--- config.mk ---
export PLATFORM = sky130hd
export DESIGN_NAME = decimal_scale_alignment
export DESIGN_NICKNAME = d
export VERILOG_FILES = /design/src/sv/dsa_pkg.sv /design/src/sv/dsa_alu.sv /design/src/sv/dsa_seq.sv /design/src/sv/decimal_scale_alignment.sv
export SDC_FILE = /design/constraint.sdc
export NUM_CORES = 2
export LEC_CHECK = 0
export CELL_PAD_IN_SITES_DETAIL_PLACEMENT = 0
export CELL_PAD_IN_SITES_GLOBAL_PLACEMENT = 1
export CORE_MARGIN = 2
export CORE_UTILIZATION = 45
export CTS_BUF_LIST = sky130_fd_sc_hd__clkbuf_8
export DETAILED_ROUTE_END_ITERATION = 12
export DONT_BUFFER_PORTS = 1
export PLACE_DENSITY = 0.83
export RECOVER_POWER = 100
export SLEW_MARGIN = 20
export SYNTH_ARGS = -nofsm -noshare
export SYNTH_HDL_FRONTEND = slang
export SYNTH_SLANG_ARGS = --single-unit
--- constraint.sdc ---
create_clock -name clock -period 32.4 [get_ports clock]
set_clock_uncertainty 0.15 [all_clocks]
set_input_delay 4.86 -clock clock [delete_from_list [all_inputs] [get_ports clock]]
set_output_delay 4.86 -clock clock [all_outputs]
set_load 0.1 [all_outputs]
--- src/sv/dsa_pkg.sv ---
// ----------------------------------------------------------------------------
// dsa_pkg
// Shared types and constants for decimal scale alignment: sequencer states,
// datapath operations, control and status groups, divide-by-ten reciprocal.
// ----------------------------------------------------------------------------
package dsa_pkg;

   localparam int MANT_BITS_DEF = 96;
   localparam int IN_MANT_BITS  = 96;
   localparam int LOW_BITS      = 64;
   localparam int HIGH_BITS     = 32;
   localparam int SCALE_BITS    = 8;
   localparam int LIMB_BITS     = 32;
   localparam int REM_BITS      = 4;
   localparam int DIV_IN_BITS   = LIMB_BITS + REM_BITS;

   // floor(v / 10) = (v * RECIP_M) >> RECIP_SHIFT for every v below 10 * 2^32
   localparam int                RECIP_SHIFT = 38;
   localparam int                RECIP_BITS  = 35;
   localparam logic [RECIP_BITS-1:0] RECIP_M = 35'd27487790695;
   localparam int                PROD_BITS   = DIV_IN_BITS + RECIP_BITS;

   localparam logic [REM_BITS-1:0] ROUND_DIGIT = 4'd5;

   typedef enum logic [2:0] {
      ST_IDLE,
      ST_UP,
      ST_DOWN,
      ST_ROUND,
      ST_DONE
   } state_type;

   typedef enum logic [2:0] {
      OP_IDLE,
      OP_LOAD,
      OP_MUL,
      OP_UP_SKIP,
      OP_DIV,
      OP_DOWN_SKIP,
      OP_INC
   } op_type;

   typedef struct packed {
      op_type                op;
      logic [SCALE_BITS-1:0] count;
      logic                  div_first;
      logic                  div_last;
      logic                  sel_inc;
      logic                  busy;
      logic                  done;
   } ctl_type;

   typedef struct packed {
      logic                up_zero;
      logic                up_stop;
      logic                down_zero;
      logic [REM_BITS-1:0] rem;
   } stat_type;

endpackage

--- src/sv/dsa_alu.sv ---
// ----------------------------------------------------------------------------
// dsa_alu
// Shared arithmetic unit: one wide adder for times ten or increment, and a
// one-limb divide by ten with remainder.
// ----------------------------------------------------------------------------
module dsa_alu #(
   parameter int MANT_BITS = dsa_pkg::MANT_BITS_DEF
) (
   input  logic                          sel_inc,
   input  logic [MANT_BITS-1:0]          operand,
   input  logic [dsa_pkg::LIMB_BITS-1:0] limb,
   input  logic [dsa_pkg::REM_BITS-1:0]  rem_in,
   output logic [MANT_BITS+3:0]          sum,
   output logic [dsa_pkg::LIMB_BITS-1:0] quot,
   output logic [dsa_pkg::REM_BITS-1:0]  rem_out
);
   import dsa_pkg::*;

   localparam int SUM_BITS = MANT_BITS + 4;

   logic [SUM_BITS-1:0]    add_a;
   logic [SUM_BITS-1:0]    add_b;
   logic [DIV_IN_BITS-1:0] div_in;
   logic [PROD_BITS-1:0]   prod;
   logic [REM_BITS-1:0]    q_times_ten;

   // x*10 as (x<<3)+(x<<1), or x+1
   always_comb begin
      if (sel_inc) begin
         add_a = SUM_BITS'(operand);
         add_b = SUM_BITS'(1);
      end else begin
         add_a = SUM_BITS'(operand) << 3;
         add_b = SUM_BITS'(operand) << 1;
      end
   end

   assign sum = add_a + add_b;

   assign div_in      = {rem_in, limb};
   assign prod        = PROD_BITS'(div_in) * PROD_BITS'(RECIP_M);
   assign quot        = prod[RECIP_SHIFT +: LIMB_BITS];
   assign q_times_ten = {quot[0], 3'b000} + {quot[2:0], 1'b0};
   assign rem_out     = div_in[REM_BITS-1:0] - q_times_ten;

endmodule

--- src/sv/dsa_seq.sv ---
// ----------------------------------------------------------------------------
// dsa_seq
// Sequencer: step count, limb index and dropped-digit flag; chooses the
// operation of the shared unit in each cycle.
// ----------------------------------------------------------------------------
module dsa_seq #(
   parameter int MANT_BITS = dsa_pkg::MANT_BITS_DEF,
   parameter int LIMB_CNT  = (MANT_BITS + dsa_pkg::LIMB_BITS - 1) / dsa_pkg::LIMB_BITS,
   parameter int IDX_BITS  = (LIMB_CNT > 1) ? $clog2(LIMB_CNT) : 1
) (
   input  logic                           clock,
   input  logic                           reset,
   input  logic                           accept,
   input  logic [dsa_pkg::SCALE_BITS-1:0] load_count,
   input  dsa_pkg::stat_type              stat,
   output dsa_pkg::ctl_type               ctl,
   output logic [IDX_BITS-1:0]            limb_idx
);
   import dsa_pkg::*;

   localparam logic [IDX_BITS-1:0] LIMB_TOP = IDX_BITS'(LIMB_CNT - 1);

   state_type             state_ff, state_in;
   logic [SCALE_BITS-1:0] count_ff, count_in;
   logic [IDX_BITS-1:0]   idx_ff, idx_in;
   logic                  dropped_ff, dropped_in;
   op_type                op;
   logic                  div_first;
   logic                  div_last;
   logic                  round_up;

   assign div_first = (idx_ff == LIMB_TOP);
   assign div_last  = (idx_ff == '0);
   assign round_up  = div_last && (count_ff == SCALE_BITS'(1)) &&
                      (stat.rem >= ROUND_DIGIT) && dropped_ff;

   // next state
   always_comb begin
      state_in = state_ff;
      case (state_ff)
         ST_IDLE: begin
            if (accept) state_in = ST_UP;
         end
         ST_UP: begin
            if (count_ff == '0 || stat.up_zero) state_in = ST_DONE;
            else if (stat.up_stop)              state_in = ST_DOWN;
         end
         ST_DOWN: begin
            if (count_ff == '0 || (div_first && stat.down_zero)) state_in = ST_DONE;
            else if (round_up)                                    state_in = ST_ROUND;
         end
         ST_ROUND: state_in = ST_DONE;
         ST_DONE:  state_in = ST_IDLE;
         default:  state_in = ST_IDLE;
      endcase
   end

   // operation of the shared unit
   always_comb begin
      op = OP_IDLE;
      case (state_ff)
         ST_IDLE: begin
            if (accept) op = OP_LOAD;
         end
         ST_UP: begin
            if (count_ff == '0)    op = OP_IDLE;
            else if (stat.up_zero) op = OP_UP_SKIP;
            else if (stat.up_stop) op = OP_IDLE;
            else                   op = OP_MUL;
         end
         ST_DOWN: begin
            if (count_ff == '0)                      op = OP_IDLE;
            else if (div_first && stat.down_zero)    op = OP_DOWN_SKIP;
            else                                     op = OP_DIV;
         end
         ST_ROUND: op = OP_INC;
         default:  op = OP_IDLE;
      endcase
   end

   // step count, limb index, dropped digit
   always_comb begin
      count_in   = count_ff;
      idx_in     = idx_ff;
      dropped_in = dropped_ff;
      case (op)
         OP_LOAD: begin
            count_in   = load_count;
            idx_in     = LIMB_TOP;
            dropped_in = 1'b0;
         end
         OP_MUL:       count_in = count_ff - SCALE_BITS'(1);
         OP_UP_SKIP:   count_in = '0;
         OP_DOWN_SKIP: count_in = '0;
         OP_DIV: begin
            if (div_last) begin
               count_in = count_ff - SCALE_BITS'(1);
               idx_in   = LIMB_TOP;
               if (stat.rem != '0 && count_ff > SCALE_BITS'(1)) dropped_in = 1'b1;
            end else begin
               idx_in = idx_ff - IDX_BITS'(1);
            end
         end
         default: ;
      endcase
   end

   always_ff @(posedge clock) begin
      if (reset) begin
         state_ff   <= ST_IDLE;
         count_ff   <= '0;
         idx_ff     <= '0;
         dropped_ff <= 1'b0;
      end else begin
         state_ff   <= state_in;
         count_ff   <= count_in;
         idx_ff     <= idx_in;
         dropped_ff <= dropped_in;
      end
   end

   assign ctl.op        = op;
   assign ctl.count     = count_ff;
   assign ctl.div_first = div_first;
   assign ctl.div_last  = div_last;
   assign ctl.sel_inc   = (state_ff == ST_ROUND);
   assign ctl.busy      = (state_ff != ST_IDLE);
   assign ctl.done      = (state_ff == ST_DONE);
   assign limb_idx      = idx_ff;

endmodule

--- src/sv/decimal_scale_alignment.sv ---
// ----------------------------------------------------------------------------
// decimal_scale_alignment
// Brings two sign-magnitude decimals to a common scale: the smaller-scale
// operand is multiplied by ten, then the other is divided by ten with rounding.
// ----------------------------------------------------------------------------
// rsp_valid strobes once the scales meet or the up operand is zero, else once the down
//   operand has been divided or found zero; there are at most 28 multiply-by-ten steps
//   and at most 29 divisions of a nonzero mantissa, each over LIMB_CNT limbs (LIMB_CNT = 3
//   at 96 bits); a round-up takes the place of the closing down cycle
// a new item is accepted only while busy is low; busy stays high through the strobe cycle
// reset returns the sequencer to idle; no item is pending after reset
module decimal_scale_alignment #(
   parameter int MANT_BITS = dsa_pkg::MANT_BITS_DEF
) (
   input  logic                           clock,
   input  logic                           reset,
   input  logic                           start,
   output logic                           busy,
   input  logic [dsa_pkg::LOW_BITS-1:0]   req_a_mant_low,
   input  logic [dsa_pkg::HIGH_BITS-1:0]  req_a_mant_high,
   input  logic [dsa_pkg::SCALE_BITS-1:0] req_a_scale,
   input  logic                           req_a_negative,
   input  logic [dsa_pkg::LOW_BITS-1:0]   req_b_mant_low,
   input  logic [dsa_pkg::HIGH_BITS-1:0]  req_b_mant_high,
   input  logic [dsa_pkg::SCALE_BITS-1:0] req_b_scale,
   input  logic                           req_b_negative,
   output logic                           rsp_valid,
   output logic [dsa_pkg::LOW_BITS-1:0]   rsp_a_out_low,
   output logic [dsa_pkg::HIGH_BITS-1:0]  rsp_a_out_high,
   output logic [dsa_pkg::SCALE_BITS-1:0] rsp_a_out_scale,
   output logic                           rsp_a_out_negative,
   output logic [dsa_pkg::LOW_BITS-1:0]   rsp_b_out_low,
   output logic [dsa_pkg::HIGH_BITS-1:0]  rsp_b_out_high,
   output logic [dsa_pkg::SCALE_BITS-1:0] rsp_b_out_scale,
   output logic                           rsp_b_out_negative
);
   import dsa_pkg::*;

   localparam int LIMB_CNT = (MANT_BITS + LIMB_BITS - 1) / LIMB_BITS;
   localparam int PAD_BITS = LIMB_CNT * LIMB_BITS;
   localparam int IDX_BITS = (LIMB_CNT > 1) ? $clog2(LIMB_CNT) : 1;

   ctl_type               ctl;
   stat_type              stat;
   logic [IDX_BITS-1:0]   limb_idx;
   logic                  accept;
   logic                  a_is_up;
   logic [SCALE_BITS-1:0] load_count;
   logic [MANT_BITS-1:0]  a_load;
   logic [MANT_BITS-1:0]  b_load;

   logic [MANT_BITS-1:0]  up_ff, up_in;
   logic [MANT_BITS-1:0]  down_ff, down_in;
   logic [SCALE_BITS-1:0] up_scale_ff, up_scale_in;
   logic [SCALE_BITS-1:0] down_scale_ff, down_scale_in;
   logic                  a_is_up_ff, a_is_up_in;
   logic                  a_neg_ff, a_neg_in;
   logic                  b_neg_ff, b_neg_in;
   logic [REM_BITS-1:0]   rem_ff, rem_in;

   logic [MANT_BITS-1:0]  alu_operand;
   logic [MANT_BITS+3:0]  alu_sum;
   logic [LIMB_BITS-1:0]  alu_limb;
   logic [REM_BITS-1:0]   alu_rem_in;
   logic [LIMB_BITS-1:0]  alu_quot;
   logic [REM_BITS-1:0]   alu_rem_out;
   logic [PAD_BITS-1:0]   down_pad;
   logic [PAD_BITS-1:0]   down_pad_new;

   logic [IN_MANT_BITS-1:0] a_res;
   logic [IN_MANT_BITS-1:0] b_res;

   assign accept     = start && !ctl.busy;
   assign a_is_up    = (req_a_scale < req_b_scale);
   assign load_count = a_is_up ? (req_b_scale - req_a_scale) : (req_a_scale - req_b_scale);
   assign a_load     = MANT_BITS'({req_a_mant_high, req_a_mant_low});
   assign b_load     = MANT_BITS'({req_b_mant_high, req_b_mant_low});

   dsa_seq #(
      .MANT_BITS (MANT_BITS),
      .LIMB_CNT  (LIMB_CNT),
      .IDX_BITS  (IDX_BITS)
   ) u_seq (
      .clock      (clock),
      .reset      (reset),
      .accept     (accept),
      .load_count (load_count),
      .stat       (stat),
      .ctl        (ctl),
      .limb_idx   (limb_idx)
   );

   assign alu_operand = ctl.sel_inc ? down_ff : up_ff;
   assign down_pad    = PAD_BITS'(down_ff);
   assign alu_limb    = down_pad[limb_idx*LIMB_BITS +: LIMB_BITS];
   assign alu_rem_in  = ctl.div_first ? '0 : rem_ff;

   dsa_alu #(
      .MANT_BITS (MANT_BITS)
   ) u_alu (
      .sel_inc (ctl.sel_inc),
      .operand (alu_operand),
      .limb    (alu_limb),
      .rem_in  (alu_rem_in),
      .sum     (alu_sum),
      .quot    (alu_quot),
      .rem_out (alu_rem_out)
   );

   always_comb begin
      down_pad_new = down_pad;
      down_pad_new[limb_idx*LIMB_BITS +: LIMB_BITS] = alu_quot;
   end

   assign stat.up_zero   = (up_ff == '0);
   assign stat.up_stop   = (|up_ff[MANT_BITS-1 -: 3]) || (|alu_sum[MANT_BITS+3 -: 4]);
   assign stat.down_zero = (down_ff == '0);
   assign stat.rem       = alu_rem_out;

   always_comb begin
      up_in         = up_ff;
      down_in       = down_ff;
      up_scale_in   = up_scale_ff;
      down_scale_in = down_scale_ff;
      a_is_up_in    = a_is_up_ff;
      a_neg_in      = a_neg_ff;
      b_neg_in      = b_neg_ff;
      rem_in        = rem_ff;
      case (ctl.op)
         OP_LOAD: begin
            a_is_up_in    = a_is_up;
            up_in         = a_is_up ? a_load : b_load;
            down_in       = a_is_up ? b_load : a_load;
            up_scale_in   = a_is_up ? req_a_scale : req_b_scale;
            down_scale_in = a_is_up ? req_b_scale : req_a_scale;
            a_neg_in      = req_a_negative;
            b_neg_in      = req_b_negative;
         end
         OP_MUL: begin
            up_in       = alu_sum[MANT_BITS-1:0];
            up_scale_in = up_scale_ff + SCALE_BITS'(1);
         end
         OP_UP_SKIP:   up_scale_in   = up_scale_ff + ctl.count;
         OP_DOWN_SKIP: down_scale_in = down_scale_ff - ctl.count;
         OP_DIV: begin
            down_in = down_pad_new[MANT_BITS-1:0];
            rem_in  = alu_rem_out;
            if (ctl.div_last) down_scale_in = down_scale_ff - SCALE_BITS'(1);
         end
         OP_INC: down_in = alu_sum[MANT_BITS-1:0];
         default: ;
      endcase
   end

   always_ff @(posedge clock) begin
      up_ff         <= up_in;
      down_ff       <= down_in;
      up_scale_ff   <= up_scale_in;
      down_scale_ff <= down_scale_in;
      a_is_up_ff    <= a_is_up_in;
      a_neg_ff      <= a_neg_in;
      b_neg_ff      <= b_neg_in;
      rem_ff        <= rem_in;
   end

   assign a_res = IN_MANT_BITS'(a_is_up_ff ? up_ff : down_ff);
   assign b_res = IN_MANT_BITS'(a_is_up_ff ? down_ff : up_ff);

   assign busy               = ctl.busy;
   assign rsp_valid          = ctl.done;
   assign rsp_a_out_low      = a_res[LOW_BITS-1:0];
   assign rsp_a_out_high     = a_res[IN_MANT_BITS-1:LOW_BITS];
   assign rsp_a_out_scale    = a_is_up_ff ? up_scale_ff : down_scale_ff;
   assign rsp_a_out_negative = a_neg_ff;
   assign rsp_b_out_low      = b_res[LOW_BITS-1:0];
   assign rsp_b_out_high     = b_res[IN_MANT_BITS-1:LOW_BITS];
   assign rsp_b_out_scale    = a_is_up_ff ? down_scale_ff : up_scale_ff;
   assign rsp_b_out_negative = b_neg_ff;

endmodule
==> metrics.yaml <==
die:
  die_y_um: 324
  start_util: 0.453
  fp.dieW_um: 324
  die_area_mm2: 0.105
  core_area_mm2: 0.102
  io_pins: 425
  std_cell_rows: 117
finish:
  fill_cells: 9998
  multi_input_area_mm2: 0.0350
  layout.nets: 6387
  drive_above_1_share: 0.0376
  final_cell_area_mm2: 0.0485
  finish.utilization: 0.477
  ff_latch_area_mm2: 0.00674
  area_growth_pct: 5.14
worst_setup_path:
  cp_max_fo: 87
  cp_slowest_cell: "clkbuf_1"
  critPathMaxStageDelay_ps: 2810
  r2r-end: "up_ff[29]"
  worst_r2r_path_depth: 18
  cp-end-kind: "flop"
  criticalPathCategory: "reg2reg"
  critPathArrivalTime_ps: 17020
  required_ps: 32500
  startpoint_type: "flop"
  path_cells: "nand2b_1 > nor2_4 > clkbuf_1 > clkbuf_1 > clkbuf_1 > a21o_1 > ha_1 > nand4_1 > nor3_1 > nor4b_1 > nand2_1 > a21oi_1 > a211oi_1 > mux2i_1 > nor2_4 > clkbuf_1 > clkbuf_1 > o21ai_0"
  path_common_cell: "clkbuf_1"
  crit-reg2reg-launch: "u_seq.state_ff[1]"
  cp-startpoint: "u_seq.state_ff[1]"
  rrSetupSlack_ps: 15480
timing:
  finalCritPeriodShare: 0.522
  worst_slew_pin_slew_ps: 5000
  rsz0062_at_grt: "no"
  period_minus_slack_ps: 16920
  final-setup-viol-count: 0
  slew_violations: 1045
  tns_ps: 0
  fmax_mhz: 59.1
  timing_hold_violations_final: 0
  relSlewSlack: -2.34
  whs_ps: 339
synthesis:
  yosysTopAreaCell: "fa_1"
  ys_warn_count: 0
  ys_async_sr_fraction: 0
  synth.mux.area_fraction: 0.0673
  synthAdderAreaFrac: 0.373
  postSynthCellCount: 5197
  seq_area_frac_synth: 0.146
  synthDistinctLibCells: 99
  synth_top_family_by_area: "adder cells"
  yosys.area_share.simple: 0.113
  synth_nets: 6461
  netlist_area_mm2: 0.0461
  synth-xor-area-share: 0.0317
  synth-edff-count: 215
  syn_avg_cell_area_um2: 8.87
  post-synth-top-count-cell: "inv_1"
  synth_top_area_frac: 0.234
  synth_commonest_cells: "inv_1 (926), fa_1 (540), ha_1 (511)"
  synthTopCellsByArea: "fa_1 (23%), edfxtp_1 (14%), ha_1 (14%), inv_1 (7.5%), mux2_2 (4.3%)"
  synth_seq_cells: 229
  synth_ff_type: "edfxtp_1"
  synth_compound_area_frac: 0.173
outcome:
  status: "finished with violations"
  violations: "max-capacitance violations, max-slew violations"
route:
  firstDrtPassIters: 9
  drc: 0
  postRouteAntennaNets: 0
  viasPerCell: 6.28
  routed_wl_um: 207000
  detail_route.wl_per_cell_um: 31.7
  drtIter0Drc: 5370
  vias: 41000
clock_tree:
  insertion_delay_ps: 770
  cts_resized: 0
  clkSinkCount: 229
  postCtsSetupBuffers: 0
  cts_root_buf: "clkbuf_8"
  clk_pin_slew_ps: 60
  cts_hold_buf: 0
  cts_buffers: 49
  cts_tree: "yes"
  clock_path_buffers: 3
  htreeDepth: 2
hold_path:
  hold_depth: 1
  min_to: "u_seq.dropped_ff"
  hold_class: "reg2reg"
  min-delay-start: "u_seq.dropped_ff"
place:
  dp_hpwl_um: 174000
  gp_congestion: 1.06
  placed_area_mm2: 0.0479
  portBuffers: 0
global_route:
  grt_max_degree: 165
  grtUsageTotal: 0.388
  grt_pass1_wl_um: 289000
  overflow: 0
  antenna_found_initial: 19
  grt_pass1_vias: 40300
run:
  max_cap_viol_count: 48
state kept, by name, summed over array words and instances, names as in the netlist, 2 cells and up:
name            cells
u_seq.count_ff      8
u_seq.limb_idx      2
down_scale_ff       8
up_ff              96
u_seq.state_ff      3
down_ff            96
rem_ff              4
up_scale_ff         8
per-stage QoR:
stage | setup WS [ps] | std cells
floorplan | 19360 | 5197
global placement | 20960 | 6439
detailed placement | 21180 | 6440
CTS | 21110 | 6527
global route | 15650 | 6528
finish | 15480 | 6533
cells by family after synthesis:
logic type      Yosys count
mux                     288
xor+xnor                166
compound gates         1235
simple gates           1080
fa+ha+maj              1051
flops                   229
buf+inv                1148
cell usage in the layout (no fill, tap or decap), types with 29 or more instances in the layout:
cell	netlist	layout
inv_1	926	934
fa_1	540	540
ha_1	511	511
nand2_1	476	476
a21oi_1	382	381
o21ai_0	229	225
edfxtp_1	215	215
a21o_1	182	182
mux2_1	0	176
and2_1	161	161
nor2_1	140	137
mux2i_1	110	110
xnor2_1	96	96
a211oi_1	85	87
xor2_1	69	69
buf_4	5	61
nand4_1	59	59
nor4_1	54	52
clkbuf_8	0	50
nand3_1	48	48
o21bai_1	45	45
o22ai_1	39	39
nor3_1	37	38
a221oi_1	34	35
clkbuf_1	166	34
o221ai_1	29	29
worst max path at each step:
| stage | cells after the start | slack, ps | endpoint |
|---|---|---|---|
| floorplan | 5 | 19360 | up_ff[0] |
| global placement | 32 | 20960 | u_seq.state_ff[0] |
| detailed placement | 32 | 21180 | u_seq.state_ff[0] |
| CTS | 32 | 21110 | u_seq.state_ff[0] |
| global route | 18 | 15650 | up_ff[29] |
| finish | 18 | 15480 | up_ff[29] |
worst max-delay path: cells and delay by family, from the launching register on:
kind	cells	cell delay (ps)
adder cells (fa/ha/maj)	1	320
multiplexers	1	290
AO/OA/AOI/OAI	4	2330
flip-flops	1	440
buffers and inverters	5	10010
AND/OR/NAND/NOR	7	2740
area by class of cell:
| class | instances | share of cell area |
|---|---|---|
| Clock buffer | 50 | 0.0142 |
| Antenna cell | 6 | 0.000310 |
| Clock inverter | 37 | 0.00490 |
| Multi-Input combinational cell | 3820 | 0.722 |
| Tap cell | 1368 | 0.0353 |
| Sequential cell | 229 | 0.139 |
| Timing Repair Buffer | 97 | 0.0131 |
| Inverter | 926 | 0.0718 |
metal layers:
layer	wire length (um)	up-vias	global-route usage
met5	185	-	0
met4	14700	28	0.218
met3	25200	611	0.121
met2	87200	2626	0.574
met1	79900	20200	0.502
li1	-	17600	-
Power is not shown: default switching activity piles up to over one toggle a cycle in this logic, so the estimate is an artifact.
